### src/hw/rtl/lbfc_pkg.sv
// Shared types, constants and constant-divide helpers for the bitrate/FEC controller.
package lbfc_pkg;

    localparam int RATE_W = 30;
    localparam int LOSS_W = 7;
    localparam int TIME_W = 64;
    localparam int CNT_W  = 3;
    localparam int IDX_W  = 2;

    // Decision thresholds
    localparam logic [LOSS_W-1:0] FEC_ON_LOSS = 7'd1;
    localparam logic [LOSS_W-1:0] LIGHT_LOSS  = 7'd2;
    localparam logic [LOSS_W-1:0] HEAVY_LOSS  = 7'd5;
    localparam logic [CNT_W-1:0]  FEC_OFF_CLEAN = 3'd5;
    localparam logic [TIME_W-1:0] HOLD_US = 64'd2000000;
    localparam int HEAVY_SHIFT = 2;
    localparam int STEP_DIV    = 20;

    // Register reset values
    localparam logic [RATE_W-1:0] RESET_MIN_RATE   = 30'd500000;
    localparam logic [RATE_W-1:0] RESET_MAX_RATE   = 30'd20000000;
    localparam logic [RATE_W-1:0] RESET_START_RATE = 30'd8000000;
    localparam logic [RATE_W-1:0] RESET_STEP       = RATE_W'(RESET_MAX_RATE / STEP_DIV);

    // Reciprocal constants: q = (x * MUL) >> SHIFT, exact for any 30-bit x
    localparam logic [30:0] DIV10_MUL   = 31'd1717986919;
    localparam int          DIV10_SHIFT = 34;
    localparam logic [30:0] DIV20_MUL   = 31'd1717986919;
    localparam int          DIV20_SHIFT = 35;
    localparam logic [30:0] DIV50_MUL   = 31'd687194768;
    localparam int          DIV50_SHIFT = 35;

    typedef enum logic [IDX_W-1:0] {
        CFG_MIN_RATE   = 2'd0,
        CFG_MAX_RATE   = 2'd1,
        CFG_START_RATE = 2'd2
    } cfg_idx_t;

    typedef struct packed {
        logic [LOSS_W-1:0] loss_pct;
        logic [TIME_W-1:0] now_us;
    } rpt_t;

    typedef struct packed {
        logic              fec_enabled;
        logic              fec_toggled;
        logic              change_bitrate;
        logic [RATE_W-1:0] bitrate_bps;
    } res_t;

    // Configuration view handed to the decision logic
    typedef struct packed {
        logic [RATE_W-1:0] min_rate;
        logic [RATE_W-1:0] max_rate;
        logic [RATE_W-1:0] step;
        logic              start_load;
        logic [RATE_W-1:0] start_value;
    } cfg_t;

    function automatic logic [RATE_W-1:0] div10(input logic [RATE_W-1:0] x);
        logic [63:0] prod;
        prod = 64'(x) * 64'(DIV10_MUL);
        return RATE_W'(prod >> DIV10_SHIFT);
    endfunction

    function automatic logic [RATE_W-1:0] div20(input logic [RATE_W-1:0] x);
        logic [63:0] prod;
        prod = 64'(x) * 64'(DIV20_MUL);
        return RATE_W'(prod >> DIV20_SHIFT);
    endfunction

    function automatic logic [RATE_W-1:0] div50(input logic [RATE_W-1:0] x);
        logic [63:0] prod;
        prod = 64'(x) * 64'(DIV50_MUL);
        return RATE_W'(prod >> DIV50_SHIFT);
    endfunction

endpackage

### src/hw/rtl/lbfc_cfg.sv
// Configuration registers: rate clamps, precomputed increase step, start-rate load.
module lbfc_cfg
    import lbfc_pkg::*;
(
    input  logic              clk,
    input  logic              rst_n,
    input  logic              wr_en,
    input  logic [IDX_W-1:0]  wr_index,
    input  logic [RATE_W-1:0] wr_data,
    output cfg_t              cfg
);

    logic [RATE_W-1:0] min_reg, min_next;
    logic [RATE_W-1:0] max_reg, max_next;
    logic [RATE_W-1:0] step_reg, step_next;
    logic              start_load;

    // Decode a write request
    always_comb
    begin
        min_next   = min_reg;
        max_next   = max_reg;
        step_next  = step_reg;
        start_load = 1'b0;
        if (wr_en)
        begin
            unique case (cfg_idx_t'(wr_index))
                CFG_MIN_RATE:   min_next = wr_data;
                CFG_MAX_RATE:
                begin
                    max_next  = wr_data;
                    step_next = div20(wr_data);
                end
                CFG_START_RATE: start_load = 1'b1;
                default:        ;
            endcase
        end
    end

    always_ff @(posedge clk or negedge rst_n)
    begin
        if (!rst_n)
        begin
            min_reg  <= RESET_MIN_RATE;
            max_reg  <= RESET_MAX_RATE;
            step_reg <= RESET_STEP;
        end
        else
        begin
            min_reg  <= min_next;
            max_reg  <= max_next;
            step_reg <= step_next;
        end
    end

    assign cfg.min_rate    = min_reg;
    assign cfg.max_rate    = max_reg;
    assign cfg.step        = step_reg;
    assign cfg.start_load  = start_load;
    assign cfg.start_value = wr_data;

endmodule

### src/hw/rtl/lbfc_ctrl.sv
// Controller state and the single-pass FEC and AIMD rate decision.
module lbfc_ctrl
    import lbfc_pkg::*;
(
    input  logic clk,
    input  logic rst_n,
    input  rpt_t rpt,
    input  logic commit,
    input  cfg_t cfg,
    output res_t res
);

    logic              fec_reg, fec_next;
    logic [CNT_W-1:0]  clean_reg, clean_next;
    logic [TIME_W-1:0] last_dec_reg;
    logic [RATE_W-1:0] cur_reg;

    logic              fec_loss, heavy, light, hold_done, decrease;
    logic [TIME_W-1:0] elapsed;
    logic [RATE_W:0]   cand;
    logic [RATE_W-1:0] capped, clamped, delta;
    logic              change;

    // FEC on at any loss, off after enough clean reports
    always_comb
    begin
        fec_loss = (rpt.loss_pct >= FEC_ON_LOSS);
        if (fec_loss)
        begin
            clean_next = '0;
            fec_next   = 1'b1;
        end
        else
        begin
            clean_next = (clean_reg < FEC_OFF_CLEAN) ? clean_reg + 1'b1 : clean_reg;
            fec_next   = (clean_next >= FEC_OFF_CLEAN) ? 1'b0 : fec_reg;
        end
    end

    // Candidate rate: multiplicative decrease or additive increase
    always_comb
    begin
        heavy     = (rpt.loss_pct >= HEAVY_LOSS);
        light     = (rpt.loss_pct >= LIGHT_LOSS);
        decrease  = heavy || light;
        elapsed   = rpt.now_us - last_dec_reg;
        hold_done = (elapsed > HOLD_US);
        priority if (heavy)
            cand = {1'b0, cur_reg - (cur_reg >> HEAVY_SHIFT)};
        else if (light)
            cand = {1'b0, cur_reg - div10(cur_reg)};
        else if (hold_done)
            cand = {1'b0, cur_reg} + {1'b0, cfg.step};
        else
            cand = {1'b0, cur_reg};
    end

    // Clamp (max first, min wins) and deadband
    always_comb
    begin
        capped  = (cand > {1'b0, cfg.max_rate}) ? cfg.max_rate : cand[RATE_W-1:0];
        clamped = (capped < cfg.min_rate) ? cfg.min_rate : capped;
        delta   = (clamped > cur_reg) ? clamped - cur_reg : cur_reg - clamped;
        change  = (clamped != cur_reg) && (delta >= div50(cur_reg));
    end

    assign res.fec_enabled    = fec_next;
    assign res.fec_toggled    = fec_next ^ fec_reg;
    assign res.change_bitrate = change;
    assign res.bitrate_bps    = change ? clamped : cur_reg;

    // State update when the report moves to the result register
    always_ff @(posedge clk or negedge rst_n)
    begin
        if (!rst_n)
        begin
            fec_reg      <= 1'b0;
            clean_reg    <= '0;
            last_dec_reg <= '0;
            cur_reg      <= RESET_START_RATE;
        end
        else if (cfg.start_load)
        begin
            cur_reg <= cfg.start_value;
        end
        else if (commit)
        begin
            fec_reg   <= fec_next;
            clean_reg <= clean_next;
            if (decrease)
                last_dec_reg <= rpt.now_us;
            if (change)
                cur_reg <= clamped;
        end
    end

endmodule

### src/hw/rtl/loss_based_bitrate_and_fec_control_unit.sv
// Top level: report register, decision logic and result register.
// Loss-based bitrate and FEC controller. Each feedback request (loss_pct,
// now_us) yields exactly one result. A request is captured in an input
// register and evaluated by the combinational decision logic, which updates
// the controller state as the result is written to the output register;
// res_valid rises once the output register takes the result, which can wait
// while a held result is stalled, and one request per cycle is sustained
// while res_ready is high. The output register keeps a finished result
// while the next request waits in the input register.
// Registers (cfg_index): 0 min_bitrate, 1 max_bitrate, 2 start_bitrate;
// writing start_bitrate only loads the current rate. cfg_ready is always high.
module loss_based_bitrate_and_fec_control_unit
    import lbfc_pkg::*;
(
    input  logic              clk,
    input  logic              rst_n,
    input  logic              rpt_valid,
    output logic              rpt_ready,
    input  rpt_t              rpt,
    output logic              res_valid,
    input  logic              res_ready,
    output res_t              res,
    input  logic              cfg_valid,
    output logic              cfg_ready,
    input  logic [IDX_W-1:0]  cfg_index,
    input  logic [RATE_W-1:0] cfg_data
);

    logic s1_valid_reg;
    rpt_t s1_reg;
    logic res_valid_reg;
    res_t res_reg;
    logic advance;
    cfg_t cfg;
    res_t res_next;

    assign cfg_ready = 1'b1;

    lbfc_cfg u_cfg (
        .clk      (clk),
        .rst_n    (rst_n),
        .wr_en    (cfg_valid),
        .wr_index (cfg_index),
        .wr_data  (cfg_data),
        .cfg      (cfg)
    );

    // Stage hand-off
    assign advance   = s1_valid_reg && (!res_valid_reg || res_ready);
    assign rpt_ready = !s1_valid_reg || advance;

    lbfc_ctrl u_ctrl (
        .clk    (clk),
        .rst_n  (rst_n),
        .rpt    (s1_reg),
        .commit (advance),
        .cfg    (cfg),
        .res    (res_next)
    );

    // Valid flags
    always_ff @(posedge clk or negedge rst_n)
    begin
        if (!rst_n)
        begin
            s1_valid_reg  <= 1'b0;
            res_valid_reg <= 1'b0;
        end
        else
        begin
            if (rpt_ready)
                s1_valid_reg <= rpt_valid;
            if (advance)
                res_valid_reg <= 1'b1;
            else if (res_ready)
                res_valid_reg <= 1'b0;
        end
    end

    // Payload registers
    always_ff @(posedge clk)
    begin
        if (rpt_valid && rpt_ready)
            s1_reg <= rpt;
        if (advance)
            res_reg <= res_next;
    end

    assign res_valid = res_valid_reg;
    assign res       = res_reg;

endmodule

### config.mk
export PLATFORM = sky130hd
export DESIGN_NAME = loss_based_bitrate_and_fec_control_unit
export DESIGN_NICKNAME = d
export VERILOG_FILES = /design/src/hw/rtl/lbfc_pkg.sv /design/src/hw/rtl/lbfc_cfg.sv /design/src/hw/rtl/lbfc_ctrl.sv /design/src/hw/rtl/loss_based_bitrate_and_fec_control_unit.sv
export SDC_FILE = /design/constraint.sdc
export NUM_CORES = 2
export LEC_CHECK = 0
export BUFFER_PORTS_ARGS = -buffer_cell sky130_fd_sc_hd__buf_4
export CORE_AREA = 2 2 348 350
export DETAILED_ROUTE_END_ITERATION = 10
export DIE_AREA = 0 0 350 352
export GPL_TIMING_DRIVEN = 0
export PLACE_DENSITY = 0.63
export SYNTH_ARGS = -nofsm -noshare
export SYNTH_HDL_FRONTEND = slang
export SYNTH_SLANG_ARGS = --single-unit
### constraint.sdc
create_clock -name clk -period 60.3 [get_ports clk]
set_input_delay 3.015 -clock clk [delete_from_list [all_inputs] [get_ports clk]]
set_output_delay 3.015 -clock clk [all_outputs]
set_load 0.02 [all_outputs]
## Word level (Yosys, flattened, before mapping)

Index checks and enable logic that the tools add are counted.
W data, S select, Z words.

- Bits in registers: 290
- Input bits: 108
- Word-level logic and storage cells: 72

- Add/subtract/negate cells: 7
- Multiply operators: 3
- Order comparisons: 10
- Eq/ne operators: 3
- Muxes and demuxes: 17
- Bitwise operators: 2
- Reductions and logical operators: 15

Operators by type and width:

| cell | count |
|---|---|
| $mux W30 | 6 |
| $mul A30 B31 Y61 const B | 2 |
| $mux W31 | 3 |
| $gt A64 B21 Y1 const B | 1 |
| $sub A64 B64 Y64 | 1 |
| $sub A30 B30 Y30 | 2 |
| $mul A30 B26 Y56 const B | 1 |
| $add A30 B26 Y31 | 1 |
| $gt A31 B30 Y1 | 1 |
| $ge A30 B25 Y1 | 1 |
| $gt A30 B30 Y1 | 1 |
| $lt A30 B30 Y1 | 1 |
| $ne A30 B30 Y1 | 1 |
| $sub A30 B27 Y30 | 1 |
| $sub A30 B28 Y30 | 1 |
| $ge A7 B1 Y1 const B | 1 |
| $ge A7 B2 Y1 const B | 1 |
| $ge A7 B3 Y1 const B | 1 |
| $mux W1 | 6 |
| $mux W3 | 2 |
| $reduce_and A2 Y1 | 3 |
| $reduce_bool A2 Y1 | 2 |
| $add A3 B1 Y3 const B | 1 |
| $ge A3 B3 Y1 const B | 1 |
| other kinds (10) | 15 |

## Longest topological paths before layout

- Depth after elaboration: 16
- Mapped depth: 124
- Depth with buffers taken out: 115

## By module

From an unflattened synthesis, not the netlist that was laid out.

- Cell total of the unflattened synthesis: 6607
- Area total of the unflattened synthesis: 60954.7 um2

By module, submodules not included:

| module | times used | cells each | area an instance (um2) | sequential area each (um2) |
|---|---|---|---|---|
| lbfc_ctrl | 1 | 4983 | 42425.7 | 2461.1 |
| lbfc_cfg | 1 | 1510 | 15290.9 | 2179.6 |
| loss_based_bitrate_and_fec_control_unit | 1 | 114 | 3238.1 | 3173.0 |

## Worst setup path before layout

OpenSTA, ideal clock, no wires.

- Kind: register -> register
- Start point: register u_ctrl.cur_reg[4]
- End point: register res_reg, in the netlist res[3] (data pin)
- Setup time: 0.268 ns
- Data arrival time: 22.741 ns
- Path slack: 37.290 ns
- Stages on the path, launching flop included: 116
- Path buffers: 9
- Period minus slack after synthesis: 23.010 ns
- Cell sequence: dfrtp_1 -> inv_1 -> ha_1 -> inv_1 -> fa_1 -> fa_1 -> fa_1 -> inv_1 -> fa_1 -> inv_1 -> fa_1 -> inv_1 -> fa_1 -> fa_1 -> inv_1 -> ha_1 -> or3_1 -> a21oi_1 -> [80 not listed] -> o21a_1 -> o21a_1 -> o21a_1 -> o21a_1 -> o21a_1 -> o21a_1 -> o21a_1 -> o21a_1 -> o21ai_0 -> o211ai_1 -> a21oi_1 -> o21ai_0 -> and4b_1 -> nand3_1 -> nand4b_1 -> nand2b_1 -> clkbuf_1 -> a21oi_1

RTL lines:

| what | line | RTL |
|---|---|---|
| from (decl) | lbfc_ctrl.sv:16 | `logic [RATE_W-1:0] cur_reg;` |
| from (signal assigned) | lbfc_ctrl.sv:84 | `cur_reg <= cfg.start_value;` |
| from (signal assigned) | lbfc_ctrl.sv:93 | `cur_reg <= clamped;` |
| to (signal assigned) | loss_based_bitrate_and_fec_control_unit.sv:86 | `res_reg <= res_next;` |
| to (decl) | loss_based_bitrate_and_fec_control_unit.sv:32 | `res_t res_reg;` |

==> results.json <==
{
  "status": "finished with violations",
  "violations": "capacitance limit, slew limit",
  "rows": 127,
  "path_common_cell": "o21a_1",
  "timing.setup.tns_ns": 0,
  "cp-end-kind": "register",
  "cp.required_ns": 60.55,
  "min_period_over_period_pct": 53.4,
  "grt_pass1_vias": 47745,
  "die_w_um": 350,
  "setup_slack_ns": 28.12,
  "critPathKind": "reg2reg",
  "coreArea_sq_um": 119000,
  "drt-vias-per-instance": 5.68,
  "netlist_instances": 6409,
  "io_pins": 144,
  "synth-edff-count": 104,
  "grt_max_degree": 88,
  "cp.arrival_ns": 32.43,
  "cts.sinks": 290,
  "clk_pin_slew_ns": 0.07,
  "h-tree-depth": 2,
  "area_delta_synth_final_pct": 7.56,
  "rsz0062_at_grt": "false",
  "synthFlopType": "dfrtp_1",
  "grt_pass1_wl_um": 295000,
  "first_pass_iters": 6,
  "critPathMaxFanout": 15,
  "wirelength_um": 195000,
  "synth_nets": 8438,
  "cts_tree": "yes",
  "async_reset_ff_share_pct": 64.1,
  "ys_warn_count": 0,
  "grt_usage_pct": 32.0,
  "die_y_um": 352,
  "critical_path.max_stage_delay_ns": 1.26,
  "drtIter0Drc": 3642,
  "ys_types": 95,
  "dp_hpwl_um": 165000,
  "slew_headroom_pct": -1.33,
  "synth_seq_cells": 290,
  "antenna_left": 0,
  "overflow": 0,
  "cp_num_buf_inv": 16,
  "drv_slew": 21,
  "cts_resized": 0,
  "post-route-min-period_ns": 32.18,
  "synth_area_sq_um": 59300,
  "worst_hold_path_type": "reg2reg",
  "design_area_sq_um": 63800,
  "drc": 0,
  "cts_hold_buffers": 0,
  "pre_cts_ws_ns": 29.07,
  "worstMarginPinSlew_ns": 1.52,
  "setup_violations": 0,
  "largest_register_ff_count": 71,
  "drive_gt1_share_pct": 6.28,
  "synthTopCellsByArea": "fa_1 26%, ha_1 24%, inv_1 8.6%",
  "drv_cap": 1,
  "fmax_mhz": 31.1,
  "nNetsFinal": 8625,
  "cp_slowest_cell": "dfrtp_1",
  "skew_ns": 0.0330,
  "avgSynthCellArea_sq_um": 9.26,
  "io_buffers": 142,
  "ys_seq_area_share_pct": 13.2,
  "initial_core_util_pct": 49.7,
  "clk_latency_ns": 0.62,
  "place.gp.congestion": 1.02,
  "wl_per_cell_um": 23.6,
  "synth.largest_area_cell": "fa_1",
  "synth_top_area_share_pct": 26.1,
  "root_buffer": "clkbuf_16",
  "vias": 46808,
  "worstSetupStartpointType": "register",
  "placed_area_sq_um": 62600,
  "hold_viol": 0,
  "clock_path_buffers": 3,
  "cts_inserted_buffers": 37,
  "cts_setup_buffers": 0,
  "antenna_found_initial": 5,
  "critPathTopFamily": "compound AO/OA/AOI/OAI gates",
  "die-area_sq_um": 123000
}
==> layout by cell type, fill, tap and decap left out, types with 37 or more instances in the layout <==
cell type and count:
nand2_1 386, or3_1 42, clkbuf_16 37, o31ai_1 54
nand2b_1 38, a21oi_1 375, a21o_1 112, inv_1 1352
o21bai_1 38, ha_1 1148, nor3_1 129, nand4_1 71
nor2_1 227, fa_1 773, o21a_1 49, o211ai_1 43
xor2_1 62, mux2_2 52, dfrtp_1 149, clkbuf_1 119
buf_4 145, xnor2_1 122, nand3_1 66, edfxtp_1 104
o21ai_0 338, and3_1 37
==> area by class of cell <==
type	count	area, sq um
clock buffer	50	995
buffer	165	736
tap	1612	2020
sequential	290	7820
multi-input combinational	4601	45700
timing repair buffer	148	1210
fill	11079	55500
antenna	4	10.0
inverter	1353	5080
clock inverter	18	234
==> through the flow <==
step | hold WS (ns) | std cells | utilization [%]
after detailed placement | 0.474 | 8168 | 52.4
after global placement | 0.467 | 8163 | 52.3
after CTS | 0.486 | 8236 | 53.5
final | 0.481 | 8241 | 53.5
after floorplan | 0.450 | 6409 | -
after global routing | 0.501 | 8238 | 53.5
==> synthesized netlist by cell type, types with 36 or more instances <==
master and n:
inv_1 1353, nor2b_1 36, o21ai_0 338, o211ai_1 43, clkbuf_1 108, or3_1 42, a21oi_1 375, edfxtp_1 104
fa_1 773, ha_1 1148, xnor2_1 122, nand4_1 71, xor2_1 62, nor3_1 130, nand2_1 386, o21bai_1 38
nor2_1 227, o21a_1 49, nand3_1 66, dfrtp_1 157, nand2b_1 38, a21o_1 112, o31ai_1 54, and3_1 37
mux2_2 52
==> worst register-to-register path: cells and delay by family, from the launching register on <==
kind | cells | cell delay (ns)
AO/OA/AOI/OAI | 66 | 14.29
XOR/XNOR | 3 | 0.71
adder cells (fa/ha/maj) | 14 | 6.40
buffers and inverters | 16 | 5.67
flip-flops | 1 | 1.26
AND/OR/NAND/NOR | 17 | 3.45
==> cells by family (layout without fill, tap and decap cells) <==
group	count (synthesis)	after routing	share of synthesized area, %
simple gates	1162	1162	9.51
flops	290	290	13.2
buf+inv	1518	1734	9.80
mux	75	75	1.39
other cells	1	5	0.00632
xor+xnor	184	184	2.72
fa+ha+maj	1921	1921	50.3
compound gates	1258	1258	13.1
==> worst paths after layout <==
| kind | start | endpoint | slack, ns | cells after the start |
|---|---|---|---|---|
| min in group asynchronous | rst_n | u_ctrl.last_dec_reg[33] | 2.24 | 1 |
| min reg2reg | s1_reg[40] | u_ctrl.last_dec_reg[40] | 0.48 | 2 |
| max | u_ctrl.cur_reg[4] | res[1] | 28.12 | 116 |
| max in group asynchronous | rst_n | u_cfg.step_reg[19] | 56.81 | 3 |
| max reg2reg | u_ctrl.cur_reg[4] | res[1] | 28.12 | 116 |
| min | s1_reg[40] | u_ctrl.last_dec_reg[40] | 0.48 | 2 |
==> metal layers <==
metal	global-route usage [%]	routed length (um)
met5	0	27
met4	14.2	10800
met3	4.55	11800
met2	52.0	89600
met1	42.4	82500
Power is not shown: default switching activity piles up to over one toggle a cycle in this logic, so the estimate is an artifact.
